--- src/sv/lgf_pkg.sv ---
// ----------------------------------------------------------------------------
// lgf_pkg: shared types, constants, the free-beam test and run-tracking functions
// Widths of the beam stream, configuration codes, the word that goes from
// the classifying front end through the queue to the gap tracker, and the
// run-length update step used by the tracker.
// ----------------------------------------------------------------------------
package lgf_pkg;

  // Field widths
  localparam int unsigned RangeW   = 16;
  localparam int unsigned IdxW     = 12;
  localparam int unsigned CntW     = IdxW + 1;
  localparam int unsigned ThrW     = 16;
  localparam int unsigned AngMinW  = 23;
  localparam int unsigned StepW    = 17;
  localparam int unsigned AngW     = 30;
  localparam int unsigned ProdW    = IdxW + StepW;
  localparam int unsigned SumW     = RangeW + 3;
  localparam int unsigned TapCntW  = 3;
  localparam int unsigned CfgIdxW  = 2;
  localparam int unsigned CfgDataW = 23;

  // Scan limit and smoothing window
  localparam int unsigned MaxBeams = 2 ** IdxW;
  localparam int unsigned Taps     = 5;
  localparam int unsigned HistLen  = Taps - 1;

  // Queue between classifier and tracker
  localparam int unsigned QueueDepth = 4;
  localparam int unsigned QPtrW      = 2;

  // Register reset values
  localparam logic [ThrW-1:0]           ThrRst     = ThrW'(500);
  localparam logic signed [AngMinW-1:0] AngMinRst  = -AngMinW'(2356194);
  localparam logic [StepW-1:0]          StepRst    = StepW'(4363);

  // Configuration register indexes
  typedef enum logic [CfgIdxW-1:0] {
    CFG_GAP_THRESHOLD = 2'd0,
    CFG_ANGLE_MIN     = 2'd1,
    CFG_ANGLE_STEP    = 2'd2
  } cfg_reg_e;

  // Classified beam word
  typedef struct packed {
    logic            trk_v;       // a beam left the window centre
    logic            trk_free;    // that beam is above threshold
    logic [IdxW-1:0] trk_idx;     // its index
    logic            last;        // scan closes with this word
    logic            fl_lo_v;     // second to last beam is flushed
    logic            fl_lo_free;
    logic            fl_hi_free;  // last beam, always flushed on close
    logic [CntW-1:0] len;         // scan length on close
  } beam_word_t;

  // Run tracker state
  typedef struct packed {
    logic [IdxW-1:0] run_start;
    logic [CntW-1:0] run_len;
    logic [IdxW-1:0] best_start;
    logic [CntW-1:0] best_len;
  } run_t;

  // Smoothed range above threshold, tested as sum > thr * taps
  function automatic logic beam_free(logic [SumW-1:0] sum, logic [ThrW-1:0] thr,
                                     logic [TapCntW-1:0] cnt);
    logic [SumW-1:0] lim;
    lim = SumW'(thr) * SumW'(cnt);
    return sum > lim;
  endfunction

  // Keep the longer run; on a tie the earlier one stays
  function automatic run_t run_close(run_t s);
    run_t r;
    r = s;
    if (s.run_len > s.best_len) begin
      r.best_start = s.run_start;
      r.best_len   = s.run_len;
    end
    r.run_len = '0;
    return r;
  endfunction

  // Extend or close the current run with one beam
  function automatic run_t run_step(run_t s, logic free, logic [IdxW-1:0] c);
    run_t r;
    r = s;
    if (free) begin
      if (s.run_len == '0) begin
        r.run_start = c;
      end
      r.run_len = s.run_len + CntW'(1);
    end else begin
      r = run_close(s);
    end
    return r;
  endfunction

endpackage

--- src/sv/lgf_ifs.sv ---
// ----------------------------------------------------------------------------
// lgf_smp_if / lgf_res_if: beam and steering result channels
// Valid/ready channels; a word moves on a rising edge with both high.
// ----------------------------------------------------------------------------
interface lgf_smp_if;
  import lgf_pkg::*;

  logic              valid;
  logic              ready;
  logic [RangeW-1:0] range_mm;
  logic              range_invalid;
  logic              last_sample;

  modport source (output valid, range_mm, range_invalid, last_sample, input ready);
  modport sink   (input valid, range_mm, range_invalid, last_sample, output ready);
endinterface

interface lgf_res_if;
  import lgf_pkg::*;

  logic                   valid;
  logic                   ready;
  logic [IdxW-1:0]        best_index;
  logic signed [AngW-1:0] steer_angle_urad;
  logic [CntW-1:0]        gap_length;
  logic                   gap_found;

  modport source (output valid, best_index, steer_angle_urad, gap_length, gap_found,
                  input ready);
  modport sink   (input valid, best_index, steer_angle_urad, gap_length, gap_found,
                  output ready);
endinterface

--- src/sv/lgf_front.sv ---
// ----------------------------------------------------------------------------
// lgf_front: beam window and free-beam classifier
// Holds the last four beams and the beam count, smooths the beam two places
// back over five taps and, on the closing beam, the two beams still pending.
// ----------------------------------------------------------------------------
module lgf_front (
  input  logic                          clk_i,
  input  logic                          rst_ni,
  lgf_smp_if.sink                       smp_i,
  input  logic [lgf_pkg::ThrW-1:0]      thr_i,
  input  logic                          q_full_i,
  output logic                          push_o,
  output lgf_pkg::beam_word_t           word_o
);
  import lgf_pkg::*;

  logic [RangeW-1:0]  hist_q [HistLen];
  logic [RangeW-1:0]  hist_d [HistLen];
  logic [CntW-1:0]    count_q, count_d;

  logic               hs;
  logic               in_scan;
  logic [RangeW-1:0]  beam;
  logic [RangeW-1:0]  win [HistLen];
  logic [CntW-1:0]    len;
  logic [SumW-1:0]    trk_sum, lo_sum, hi_sum;
  logic [TapCntW-1:0] trk_cnt, lo_cnt, hi_cnt;

  // Stall only on a full queue
  assign smp_i.ready = !q_full_i;
  assign hs          = smp_i.valid && smp_i.ready;
  assign in_scan     = count_q < CntW'(MaxBeams);
  assign beam        = smp_i.range_invalid ? '0 : smp_i.range_mm;

  // Window after this beam, newest first
  always_comb begin
    if (in_scan) begin
      win[0] = beam;
      for (int k = 1; k < HistLen; k++) begin
        win[k] = hist_q[k-1];
      end
      len = count_q + CntW'(1);
    end else begin
      win = hist_q;
      len = count_q;
    end
  end

  // Tap sums and in-scan tap counts
  always_comb begin
    trk_sum = SumW'(beam);
    for (int k = 0; k < HistLen; k++) begin
      trk_sum = trk_sum + SumW'(hist_q[k]);
    end
    lo_sum = SumW'(win[0]) + SumW'(win[1]) + SumW'(win[2]) + SumW'(win[3]);
    hi_sum = SumW'(win[0]) + SumW'(win[1]) + SumW'(win[2]);
    trk_cnt = (count_q >= CntW'(4)) ? TapCntW'(5) : TapCntW'(count_q + CntW'(1));
    lo_cnt  = (len >= CntW'(4)) ? TapCntW'(4) : TapCntW'(len);
    hi_cnt  = (len >= CntW'(3)) ? TapCntW'(3) : TapCntW'(len);
  end

  // Build the classified word
  always_comb begin
    word_o.trk_v      = in_scan && (count_q >= CntW'(2));
    word_o.trk_free   = beam_free(trk_sum, thr_i, trk_cnt);
    word_o.trk_idx    = IdxW'(count_q - CntW'(2));
    word_o.last       = smp_i.last_sample;
    word_o.fl_lo_v    = len >= CntW'(2);
    word_o.fl_lo_free = beam_free(lo_sum, thr_i, lo_cnt);
    word_o.fl_hi_free = beam_free(hi_sum, thr_i, hi_cnt);
    word_o.len        = len;
  end

  assign push_o = hs && (word_o.trk_v || smp_i.last_sample);

  // Advance the window; clear it when the scan closes
  always_comb begin
    hist_d  = hist_q;
    count_d = count_q;
    if (hs) begin
      if (smp_i.last_sample) begin
        for (int k = 0; k < HistLen; k++) begin
          hist_d[k] = '0;
        end
        count_d = '0;
      end else if (in_scan) begin
        hist_d  = win;
        count_d = len;
      end
    end
  end

  always_ff @(posedge clk_i or negedge rst_ni) begin
    if (!rst_ni) begin
      for (int k = 0; k < HistLen; k++) begin
        hist_q[k] <= '0;
      end
      count_q <= '0;
    end else begin
      hist_q  <= hist_d;
      count_q <= count_d;
    end
  end

endmodule

--- src/sv/lgf_queue.sv ---
// ----------------------------------------------------------------------------
// lgf_queue: short word queue between classifier and gap tracker
// First-in first-out store of classified beam words; head is shown directly.
// ----------------------------------------------------------------------------
module lgf_queue (
  input  logic                clk_i,
  input  logic                rst_ni,
  input  logic                push_i,
  input  lgf_pkg::beam_word_t push_word_i,
  output logic                full_o,
  input  logic                pop_i,
  output lgf_pkg::beam_word_t head_o,
  output logic                empty_o
);
  import lgf_pkg::*;

  beam_word_t          mem_q [QueueDepth];
  logic [QPtrW-1:0]    wr_ptr_q, rd_ptr_q;
  logic [QPtrW:0]      fill_q, fill_d;

  assign full_o  = fill_q == (QPtrW+1)'(QueueDepth);
  assign empty_o = fill_q == '0;
  assign head_o  = mem_q[rd_ptr_q];

  // Track fill level
  always_comb begin
    fill_d = fill_q;
    if (push_i && !pop_i) begin
      fill_d = fill_q + (QPtrW+1)'(1);
    end else if (pop_i && !push_i) begin
      fill_d = fill_q - (QPtrW+1)'(1);
    end
  end

  always_ff @(posedge clk_i or negedge rst_ni) begin
    if (!rst_ni) begin
      wr_ptr_q <= '0;
      rd_ptr_q <= '0;
      fill_q   <= '0;
    end else begin
      fill_q <= fill_d;
      if (push_i) begin
        wr_ptr_q <= wr_ptr_q + QPtrW'(1);
      end
      if (pop_i) begin
        rd_ptr_q <= rd_ptr_q + QPtrW'(1);
      end
    end
  end

  // Store the pushed word
  always_ff @(posedge clk_i) begin
    if (push_i) begin
      mem_q[wr_ptr_q] <= push_word_i;
    end
  end

endmodule

--- src/sv/lgf_back.sv ---
// ----------------------------------------------------------------------------
// lgf_back: gap tracker and steering angle pipeline
// Applies each classified word to the run tracker; on scan close picks the
// target beam, multiplies by the step, adds the base angle and saturates.
// ----------------------------------------------------------------------------
module lgf_back (
  input  logic                                clk_i,
  input  logic                                rst_ni,
  input  lgf_pkg::beam_word_t                 head_i,
  input  logic                                empty_i,
  output logic                                pop_o,
  input  logic signed [lgf_pkg::AngMinW-1:0]  ang_min_i,
  input  logic [lgf_pkg::StepW-1:0]           step_i,
  lgf_res_if.source                           res_o
);
  import lgf_pkg::*;

  localparam logic signed [AngW:0] AngHi = (AngW+1)'((2 ** (AngW-1)) - 1);
  localparam logic signed [AngW:0] AngLo = -(AngW+1)'(2 ** (AngW-1));

  run_t                   run_q, run_d;
  run_t                   s_trk, s_lo, s_hi, s_end;
  logic                   found;
  logic [IdxW-1:0]        pick;

  logic                   r1_v_q, r2_v_q, out_v_q;
  logic [IdxW-1:0]        r1_idx_q, r2_idx_q;
  logic [CntW-1:0]        r1_len_q, r2_len_q;
  logic                   r1_found_q, r2_found_q;
  logic [ProdW-1:0]       prod_q;
  logic                   out_free, r2_free, r1_free;
  logic signed [AngW:0]   ang_sum, ang_sat;

  logic [IdxW-1:0]        out_idx_q;
  logic signed [AngW-1:0] out_ang_q;
  logic [CntW-1:0]        out_len_q;
  logic                   out_found_q;

  // Stage readiness, back to front
  assign out_free = !out_v_q || res_o.ready;
  assign r2_free  = !r2_v_q || out_free;
  assign r1_free  = !r1_v_q || r2_free;
  assign pop_o    = !empty_i && (!head_i.last || r1_free);

  // Run tracking: centre beam, then the flushed tail on close
  always_comb begin
    s_trk = head_i.trk_v ? run_step(run_q, head_i.trk_free, head_i.trk_idx) : run_q;
    s_lo  = head_i.fl_lo_v ?
            run_step(s_trk, head_i.fl_lo_free, IdxW'(head_i.len - CntW'(2))) : s_trk;
    s_hi  = run_step(s_lo, head_i.fl_hi_free, IdxW'(head_i.len - CntW'(1)));
    s_end = run_close(s_hi);
    found = s_end.best_len != '0;
    pick  = found ? s_end.best_start + s_end.best_len[IdxW:1] : head_i.len[IdxW:1];
  end

  always_comb begin
    run_d = run_q;
    if (pop_o) begin
      run_d = head_i.last ? '0 : s_trk;
    end
  end

  // Base angle plus offset, clamped to the output range
  always_comb begin
    ang_sum = (AngW+1)'(ang_min_i) + $signed({2'b00, prod_q});
    if (ang_sum > AngHi) begin
      ang_sat = AngHi;
    end else if (ang_sum < AngLo) begin
      ang_sat = AngLo;
    end else begin
      ang_sat = ang_sum;
    end
  end

  always_ff @(posedge clk_i or negedge rst_ni) begin
    if (!rst_ni) begin
      run_q   <= '0;
      r1_v_q  <= 1'b0;
      r2_v_q  <= 1'b0;
      out_v_q <= 1'b0;
    end else begin
      run_q <= run_d;
      if (r1_free) begin
        r1_v_q <= pop_o && head_i.last;
      end
      if (r2_free) begin
        r2_v_q <= r1_v_q;
      end
      if (out_free) begin
        out_v_q <= r2_v_q;
      end
    end
  end

  // Result payload: pick, multiply, add
  always_ff @(posedge clk_i) begin
    if (r1_free && pop_o && head_i.last) begin
      r1_idx_q   <= pick;
      r1_len_q   <= s_end.best_len;
      r1_found_q <= found;
    end
    if (r2_free && r1_v_q) begin
      prod_q     <= ProdW'(r1_idx_q) * ProdW'(step_i);
      r2_idx_q   <= r1_idx_q;
      r2_len_q   <= r1_len_q;
      r2_found_q <= r1_found_q;
    end
    if (out_free && r2_v_q) begin
      out_idx_q   <= r2_idx_q;
      out_ang_q   <= AngW'(ang_sat);
      out_len_q   <= r2_len_q;
      out_found_q <= r2_found_q;
    end
  end

  assign res_o.valid            = out_v_q;
  assign res_o.best_index       = out_idx_q;
  assign res_o.steer_angle_urad = out_ang_q;
  assign res_o.gap_length       = out_len_q;
  assign res_o.gap_found        = out_found_q;

endmodule

--- src/sv/lidar_gap_follow_steering.sv ---
// ----------------------------------------------------------------------------
// lidar_gap_follow_steering: follow-the-gap steering target from a lidar scan
// Streams one range beam per word on smp_i, smooths each over five beams,
// tracks the longest free gap and gives one steering word per scan on res_o.
//
// Usage:
//   smp_i carries range_mm, range_invalid (range read as zero) and
//   last_sample, which closes the scan. res_o carries best_index,
//   steer_angle_urad, gap_length and gap_found, one word per scan.
//   The cfg port writes threshold, base angle and angle step by index;
//   write it only while no scan is in flight.
//   Throughput: one beam per cycle while the queue is not full, set by the
//   run tracker that drains the four-word queue behind the classifier.
//   The closing beam's result is registered in turn through the queue, the
//   pick stage, the multiply stage and the add and clamp into the output.
//   Reset clears the beam window, the tracker and the queue and loads
//   the register defaults. A stalled receiver holds the output word; the
//   pipeline and queue fill behind it and then smp_i.ready drops.
// ----------------------------------------------------------------------------
module lidar_gap_follow_steering (
  input  logic                            clk_i,
  input  logic                            rst_ni,
  lgf_smp_if.sink                         smp_i,
  lgf_res_if.source                       res_o,
  input  logic                            cfg_we_i,
  input  logic [lgf_pkg::CfgIdxW-1:0]     cfg_idx_i,
  input  logic [lgf_pkg::CfgDataW-1:0]    cfg_data_i
);
  import lgf_pkg::*;

  logic [ThrW-1:0]           thr_q;
  logic signed [AngMinW-1:0] ang_min_q;
  logic [StepW-1:0]          step_q;

  logic                      push, full, pop, empty;
  beam_word_t                push_word, head;

  // Configuration registers; unknown indexes are dropped
  always_ff @(posedge clk_i or negedge rst_ni) begin
    if (!rst_ni) begin
      thr_q     <= ThrRst;
      ang_min_q <= AngMinRst;
      step_q    <= StepRst;
    end else if (cfg_we_i) begin
      unique case (cfg_reg_e'(cfg_idx_i))
        CFG_GAP_THRESHOLD: thr_q     <= ThrW'(cfg_data_i);
        CFG_ANGLE_MIN:     ang_min_q <= $signed(AngMinW'(cfg_data_i));
        CFG_ANGLE_STEP:    step_q    <= StepW'(cfg_data_i);
        default: begin
        end
      endcase
    end
  end

  lgf_front u_front (
    .clk_i    (clk_i),
    .rst_ni   (rst_ni),
    .smp_i    (smp_i),
    .thr_i    (thr_q),
    .q_full_i (full),
    .push_o   (push),
    .word_o   (push_word)
  );

  lgf_queue u_queue (
    .clk_i       (clk_i),
    .rst_ni      (rst_ni),
    .push_i      (push),
    .push_word_i (push_word),
    .full_o      (full),
    .pop_i       (pop),
    .head_o      (head),
    .empty_o     (empty)
  );

  lgf_back u_back (
    .clk_i     (clk_i),
    .rst_ni    (rst_ni),
    .head_i    (head),
    .empty_i   (empty),
    .pop_o     (pop),
    .ang_min_i (ang_min_q),
    .step_i    (step_q),
    .res_o     (res_o)
  );

endmodule
--- src/flat_wrapper.sv ---
// flat-port wrapper written by rule: the top's interface ports become plain ports
module lidar_gap_follow_steering_flat import lgf_pkg::*;
  (clk_i, rst_ni, cfg_we_i, cfg_idx_i, cfg_data_i, smp_i_valid, smp_i_range_mm, smp_i_range_invalid, smp_i_last_sample, smp_i_ready, res_o_valid, res_o_best_index, res_o_steer_angle_urad, res_o_gap_length, res_o_gap_found, res_o_ready);
  lgf_smp_if smp_i_i ();
  lgf_res_if res_o_i ();
  input  logic clk_i;
  input  logic rst_ni;
  input  logic cfg_we_i;
  input  logic [lgf_pkg::CfgIdxW-1:0] cfg_idx_i;
  input  logic [lgf_pkg::CfgDataW-1:0] cfg_data_i;
  input wire logic [$bits(smp_i_i.valid)-1:0] smp_i_valid;
  input wire logic [$bits(smp_i_i.range_mm)-1:0] smp_i_range_mm;
  input wire logic [$bits(smp_i_i.range_invalid)-1:0] smp_i_range_invalid;
  input wire logic [$bits(smp_i_i.last_sample)-1:0] smp_i_last_sample;
  output wire logic [$bits(smp_i_i.ready)-1:0] smp_i_ready;
  output wire logic [$bits(res_o_i.valid)-1:0] res_o_valid;
  output wire logic [$bits(res_o_i.best_index)-1:0] res_o_best_index;
  output wire logic [$bits(res_o_i.steer_angle_urad)-1:0] res_o_steer_angle_urad;
  output wire logic [$bits(res_o_i.gap_length)-1:0] res_o_gap_length;
  output wire logic [$bits(res_o_i.gap_found)-1:0] res_o_gap_found;
  input wire logic [$bits(res_o_i.ready)-1:0] res_o_ready;
  assign smp_i_i.valid = smp_i_valid;
  assign smp_i_i.range_mm = smp_i_range_mm;
  assign smp_i_i.range_invalid = smp_i_range_invalid;
  assign smp_i_i.last_sample = smp_i_last_sample;
  assign smp_i_ready = smp_i_i.ready;
  assign res_o_valid = res_o_i.valid;
  assign res_o_best_index = res_o_i.best_index;
  assign res_o_steer_angle_urad = res_o_i.steer_angle_urad;
  assign res_o_gap_length = res_o_i.gap_length;
  assign res_o_gap_found = res_o_i.gap_found;
  assign res_o_i.ready = res_o_ready;
  lidar_gap_follow_steering u_core (.clk_i(clk_i), .rst_ni(rst_ni), .smp_i(smp_i_i), .res_o(res_o_i), .cfg_we_i(cfg_we_i), .cfg_idx_i(cfg_idx_i), .cfg_data_i(cfg_data_i));
endmodule
--- config.mk ---
export PLATFORM = sky130hd
export DESIGN_NAME = lidar_gap_follow_steering_flat
export DESIGN_NICKNAME = d
export VERILOG_FILES = /design/src/sv/lgf_pkg.sv /design/src/sv/lgf_ifs.sv /design/src/sv/lgf_front.sv /design/src/sv/lgf_queue.sv /design/src/sv/lgf_back.sv /design/src/sv/lidar_gap_follow_steering.sv /design/src/flat_wrapper.sv
export SDC_FILE = /design/constraint.sdc
export NUM_CORES = 2
export LEC_CHECK = 0
export BUFFER_PORTS_ARGS = -buffer_cell sky130_fd_sc_hd__buf_2
export CELL_PAD_IN_SITES_DETAIL_PLACEMENT = 2
export CELL_PAD_IN_SITES_GLOBAL_PLACEMENT = 2
export CORE_MARGIN = 10
export CORE_UTILIZATION = 46
export CTS_CLUSTER_SIZE = 10
export DETAILED_ROUTE_END_ITERATION = 8
export GPL_TIMING_DRIVEN = 0
export PLACE_DENSITY = 0.89
export SYNTH_ARGS = -nofsm -noshare
export SYNTH_HDL_FRONTEND = slang
export SYNTH_SLANG_ARGS = --single-unit
--- constraint.sdc ---
create_clock -name clk_i -period 29.3 [get_ports clk_i]
set_clock_uncertainty 0.2 [all_clocks]
set_input_delay 4.395 -clock clk_i [delete_from_list [all_inputs] [get_ports clk_i]]
set_output_delay 4.395 -clock clk_i [all_outputs]
set_load 0.02 [all_outputs]
Word-level counts from Yosys, hierarchy flattened
Memory sizes are Yosys's and may differ from the RTL's.
Cells that the tools add are included.
- bits in registers: 330
- output and inout port bits: 58
- logic and storage cells: 140
- memories kept: 1
- bits in writable memories: 124
- input bits: 48
- memories (memory ; depth ; width ; read ports ; clocked after Yosys merged registers in ; write ports ; line ; source):
    u_core.u_queue.mem_q ; 4 ; 31 ; 1 ; 0 ; 1 ; lgf_queue.sv:17 ; beam_word_t mem_q [QueueDepth];
- reduce and logical (&&, ||, !) cells: 36
- multiplexer cells: 32
- order comparisons: 15
- multipliers: 4
- $add $sub $neg: 20
- eq/ne operators: 3
- operators with widths (operator ; number):
    two-way mux 25 bit ; 10
    two-way mux 64 bit ; 3
    two-way mux 50 bit ; 3
    multiplier 16 x 3 -> 19 bit ; 3
    adder 13 x 1 -> 13 bit, second input constant ; 4
    greater-than comparator 13 bit ; 4
    two-way mux 12 bit ; 4
    greater-or-equal comparator 13 x 2 -> 1 bit, second input constant ; 3
    zero test 13 bit ; 3
    two-way mux 13 bit ; 3
    adder 19 x 16 -> 19 bit ; 2
    greater-than comparator 19 bit ; 2
    adder 17 x 16 -> 18 bit ; 2
    adder 16 x 16 -> 17 bit ; 2
    adder 23 x 30 -> 31 bit ; 1
    greater-than comparator 31 x 30 -> 1 bit, second input constant ; 1
    less-than comparator 31 x 30 -> 1 bit, second input constant ; 1
    two-way mux 30 bit ; 1
    multiplier 12 x 17 -> 29 bit ; 1
    greater-or-equal comparator 13 x 3 -> 1 bit, second input constant ; 2
    subtractor 12 x 2 -> 12 bit, second input constant ; 2
    adder 18 x 16 -> 19 bit ; 1
    greater-than comparator 18 x 19 -> 1 bit ; 1
    two-way mux 16 bit ; 1
    19 further kinds ; 50

Longest topological paths before layout
- depth in word-level cells: 15
- gate-level depth with buffers: 59
- gate-level depth less buffers: 55

Cells and area by module
Synthesis repeated with hierarchy kept, for this count alone.
- cells, all modules: 3986
- area total of the unflattened synthesis: 39703.1 µm²
- modules (own cells, without submodules) (module ; times used ; area an instance (µm²) ; cells an instance ; sequential area each (µm²)):
    lgf_back ; 1 ; 19462.4 ; 2096 ; 5440.2
    lgf_front ; 1 ; 13201.4 ; 1575 ; 1926.8
    lgf_queue ; 1 ; 4909.7 ; 196 ; 3898.7
    lidar_gap_follow_steering ; 1 ; 2129.5 ; 119 ; 1427.6

Least setup slack after synthesis
No wires, ideal clock.
- path kind: register to register
- start point: register u_core.u_back.run_q[33] in the netlist's numbering
- end point: register u_core.u_back.r1_idx_q[11] (data pin)
- stages on the path, launching flop included: 58
- slack: 17331 ps
- data required time: 28840 ps
- library setup time: 260 ps
- arrival: 11509 ps
- buffers on the path: 8
- cell sequence: dfrtp_1 -> ha_1 -> and3_1 -> a221o_1 -> a221oi_1 -> a211oi_1 -> nand2_1 -> clkbuf_1 -> clkbuf_1 -> mux2i_1 -> ha_1 -> nand3_1 -> o22ai_1 -> nor2_1 -> o21ai_0 -> a22oi_1 -> nor2_2 -> clkbuf_1 -> (+22 left out) -> clkbuf_1 -> clkbuf_1 -> nor2_1 -> a21oi_1 -> ha_1 -> a21o_1 -> a21oi_1 -> o21bai_1 -> a21oi_1 -> nor2b_1 -> o21a_1 -> o21ai_0 -> nand2b_1 -> a21oi_1 -> o21ai_0 -> xnor2_1 -> xnor2_1 -> mux2_2
- longest elaborated chain between the ends: 15
- RTL lines (item ; line ; source):
    start: declaration ; lgf_back.sv:21 ; run_t run_q, run_d;
    start signal: assignment ; lgf_back.sv:82 ; run_q <= run_d;
    greater-than comparator 13 bit ; lgf_pkg.sv:76 ; if (s.run_len > s.best_len) begin
    two-way mux 25 bit ; lgf_pkg.sv:76 ;
    two-way mux 25 bit ; lgf_pkg.sv:88 ; if (free) begin
    two-way mux 50 bit * ; lgf_back.sv:47 ; s_trk = head_i.trk_v ? run_step(run_q, head_i.trk_free, head_i.trk_idx) : run_q;
    greater-than comparator 13 bit ; lgf_pkg.sv:76 ;
    two-way mux 25 bit ; lgf_pkg.sv:76 ;
    two-way mux 25 bit ; lgf_pkg.sv:88 ;
    two-way mux 50 bit * ; lgf_back.sv:48 ; s_lo = head_i.fl_lo_v ?
    greater-than comparator 13 bit ; lgf_pkg.sv:76 ;
    two-way mux 25 bit ; lgf_pkg.sv:76 ;
    two-way mux 25 bit ; lgf_pkg.sv:88 ;
    greater-than comparator 13 bit ; lgf_pkg.sv:76 ;
    two-way mux 25 bit * ; lgf_pkg.sv:76 ;
    adder 12 bit / nonzero test 13 bit (equally long branches) ; lgf_back.sv:53, lgf_back.sv:52 ;
    two-way mux 12 bit * ; lgf_back.sv:53 ; pick = found ? s_end.best_start + s_end.best_len[IdxW:1] : head_i.len[IdxW:1];
    named net u_core.u_back.pick[11] ; lgf_back.sv:24 ; logic [IdxW-1:0] pick;
    end signal: assignment ; lgf_back.sv:98 ; r1_idx_q <= pick;
    end: declaration ; lgf_back.sv:27 ; logic [IdxW-1:0] r1_idx_q, r2_idx_q;
The timed path passes the listed nets; every way through them passes the cells marked *.
A chain may end at the register's enable or synchronous reset.

==> impl_metrics.csv <==
group,metric,value,unit
floorplanning,io_pins,106,
sta,slew_viol_final,0,
global_route,grt.total_usage,37.1,%
global_route,use_met2,63.8,%
floorplanning,fp-row-count,106,
global_route,overflow,0,
synth,synthDistinctLibCells,99,
synth,synth_common_cells,"nand2_1, inv_1, ha_1",
global_route,grt_max_degree,100,
final_layout,layout-drive-gt1-share,10.2,%
global_route,grt_pass1_vias,39100,
run,maxCapViolCount,0,
global_route,grt-busiest-layer,"met2",
synth,ys_top_cells_by_area,"edfxtp_1, fa_1, dfrtp_1",
floorplanning,die_w,309,um
global_route,grt_util_met1,40.4,%
global_route,grt_pass1_wl,266,mm
global_route,met3_usage,7.25,%
synth,synthArstFlopShare,42.5,%
run_status,outcome,"finished clean",
sta,final.min_clock_period,18.05,ns
route,wl_per_cell,34.8,um
sta,hold_viol,0,
setup_path,critical_path.max_fanout,10,
setup_path,critPathSlowestCell,"clkbuf_1",
sta,rsz0062_at_grt,"no",
route,drtIter0Drc,2642,
synth,yosysMostFrequentCell,"nand2_1",
setup_path,startpoint_type,"register",
floorplanning,die_y,309,um
placed_design,port-buffer-count,105,
setup_path,end_kind,"register",
clocking,clk_latency,0.68,ns
sta,worst_slew_pin_slew,1.36,ns
setup_path,critPathRequiredTime,29.49,ns
setup_path,critical_path.most_common_cell,"o21a_1",
placed_design,placed_cells,5031,
sta,tns,0,ns
synth,synth.cell_area,38500,sq um
sta,fin_crit_sh,61.6,%
route,drtAntennaViolNets,0,
synth,synth_edf_count,261,
floorplanning,dieArea,95700,sq um
clocking,htreeDepth,2,
setup_path,cp.arrival,18.24,ns
worst_hold_path,hp-class,"reg -> reg",
route,vias,33900,
sta,max_freq,55.4,MHz
clocking,post_cts_buffers,0,
setup_path,cpPeakStageDelay,0.76,ns
global_route,antenna_found_initial,8,
placed_design,routabilityCongestion,0.902,
final_layout,nNetsFinal,4658,
route,viasPerCell,6.59,
final_layout,instances_no_fill,5141,
clocking,clock_sinks,454,
synth,synth_flop_cell,"edfxtp_1",
route,first_pass_iters,7,
synth,syn_avg_cell_area,10.1,sq um
clocking,cts_tree,"yes",
synth,synth_top_area_cell,"edfxtp_1",
floorplanning,initial_core_util,46.2,%
placed_design,dpl.hpwl,118,mm
clocking,clkTransAtPathRegs,0.07,ns
synth,yosysWarnings,0,
clocking,cts_root_buf,"clkbuf_16",
setup_path,path_class,"reg -> reg",
sta,setup_viol,0,
final_layout,utilization,50.8,%
synth,yosysSeqAreaShare,33.0,%
placed_design,place_area,40500,sq um
final_layout,synthToLayoutAreaGrowth,9.91,%
synth,synth-seq-cells,454,
route,drc,0,
route,routed_wl,179,mm
floorplanning,core,83300,sq um
synth,synth_top_area_share,20.3,%
synth,syn_inst,3829,
clocking,numCtsBuffers,55,
final_layout,postLayoutCellArea,42300,sq um
clocking,ctsHoldBuffers,0,
clocking,cts_resized,0,
clocking,clockBufferDepth,3,
sta,maxSlewHeadroom,9.15,%
==> logic make-up after synthesis <==
kind of cell	after synthesis	share of synthesized area (%)
AND/OR/NAND/NOR	1043	12.8
other	2	0.0195
flip-flops	454	33.0
AO/OA/AOI/OAI	703	11.5
multiplexers	243	7.78
XOR/XNOR	191	4.36
adder cells (fa/ha/maj)	602	24.7
buffers and inverters	591	5.93
==> registers in the layout, indices dropped and copies added, names as in the netlist, 16 cells and up <==
register                              count
u_core.u_back.res_o.steer_angle_urad     30
u_core.u_front.hist_q                    64
u_core.thr_q                             16
u_core.u_queue.mem_q                    124
u_core.step_q                            17
u_core.ang_min_q                         23
u_core.u_back.prod_q                     29
u_core.u_back.run_q                      50
==> layout make-up <==
type                    instances  area [sq um]
inverters                     419          1570
repair buffers                108           603
multi-input cells            2798         23600
clock inverters                 9           145
clock buffers                  95          1620
fillers                      8558         41000
plain buffers                 172           712
diodes                          6          15.0
well taps                    1080          1350
flip-flops and latches        454         12700
==> cell usage in the layout (no fill, tap or decap), drive strengths merged, types with 39 or more instances in the layout <==
cell type and count:
ha 339, mux2 124, nor2b 50, dfrtp 172
o21bai 42, nor3 39, mux2i 89, clkbuf 223
a21oi 204, inv 418, xor2 66, and2 96
xnor2 125, nand3 89, o21ai 194, nand2 478
fa 263, nor2 148, o31ai 56, edfxtp 261
a21o 53, buf 152
==> metal layers <==
| metal | share of wire, % | up-vias |
|---|---|---|
| li1 | - | 13500 |
| met1 | 35 | 17500 |
| met2 | 49 | 2004 |
| met3 | 6.8 | 905 |
| met4 | 8.7 | 2 |
| met5 | 0.0073 | - |
==> stage by stage <==
stage / worst slack, ns / hold slack, ns
2_1_floorplan: 17.33 / 0.200
3_3_place_gp: 13.93 / 0.202
3_5_place_dp: 12.49 / 0.207
4_1_cts: 11.52 / 0.222
5_1_grt: 10.86 / 0.223
6_report: 11.25 / 0.222
==> path summary, 6_finish.rpt <==
kind	end	from	slack (ns)	cells past startpoint
max in group asynchronous	u_core.u_front.hist_q[52]	rst_ni	24.11	2
min reg2reg	u_core.u_back.r2_len_q[12]	u_core.u_back.r1_len_q[12]	0.22	0
min	u_core.u_back.r2_len_q[12]	u_core.u_back.r1_len_q[12]	0.22	0
max	u_core.u_back.r1_idx_q[11]	u_core.u_back.run_q[33]	11.25	56
min in group asynchronous	u_core.u_back.run_q[11]	rst_ni	3.61	1
max reg2reg	u_core.u_back.r1_idx_q[11]	u_core.u_back.run_q[33]	11.25	56
==> critical path, delay by kind of cell, from the launching register on <==
kind,cells,cell delay (ns)
AOI/OAI and AO/OA,28,6.35
buffers and inverters,9,5.02
and+or+nand+nor,8,1.98
muxes,4,1.62
adders and majority gates,5,1.61
DFF,1,0.53
xor gates and xnor gates,2,0.42
Power is left out: the tool's default activity adds up to more than one toggle a clock period on the data nets, which glitch-free logic cannot reach.
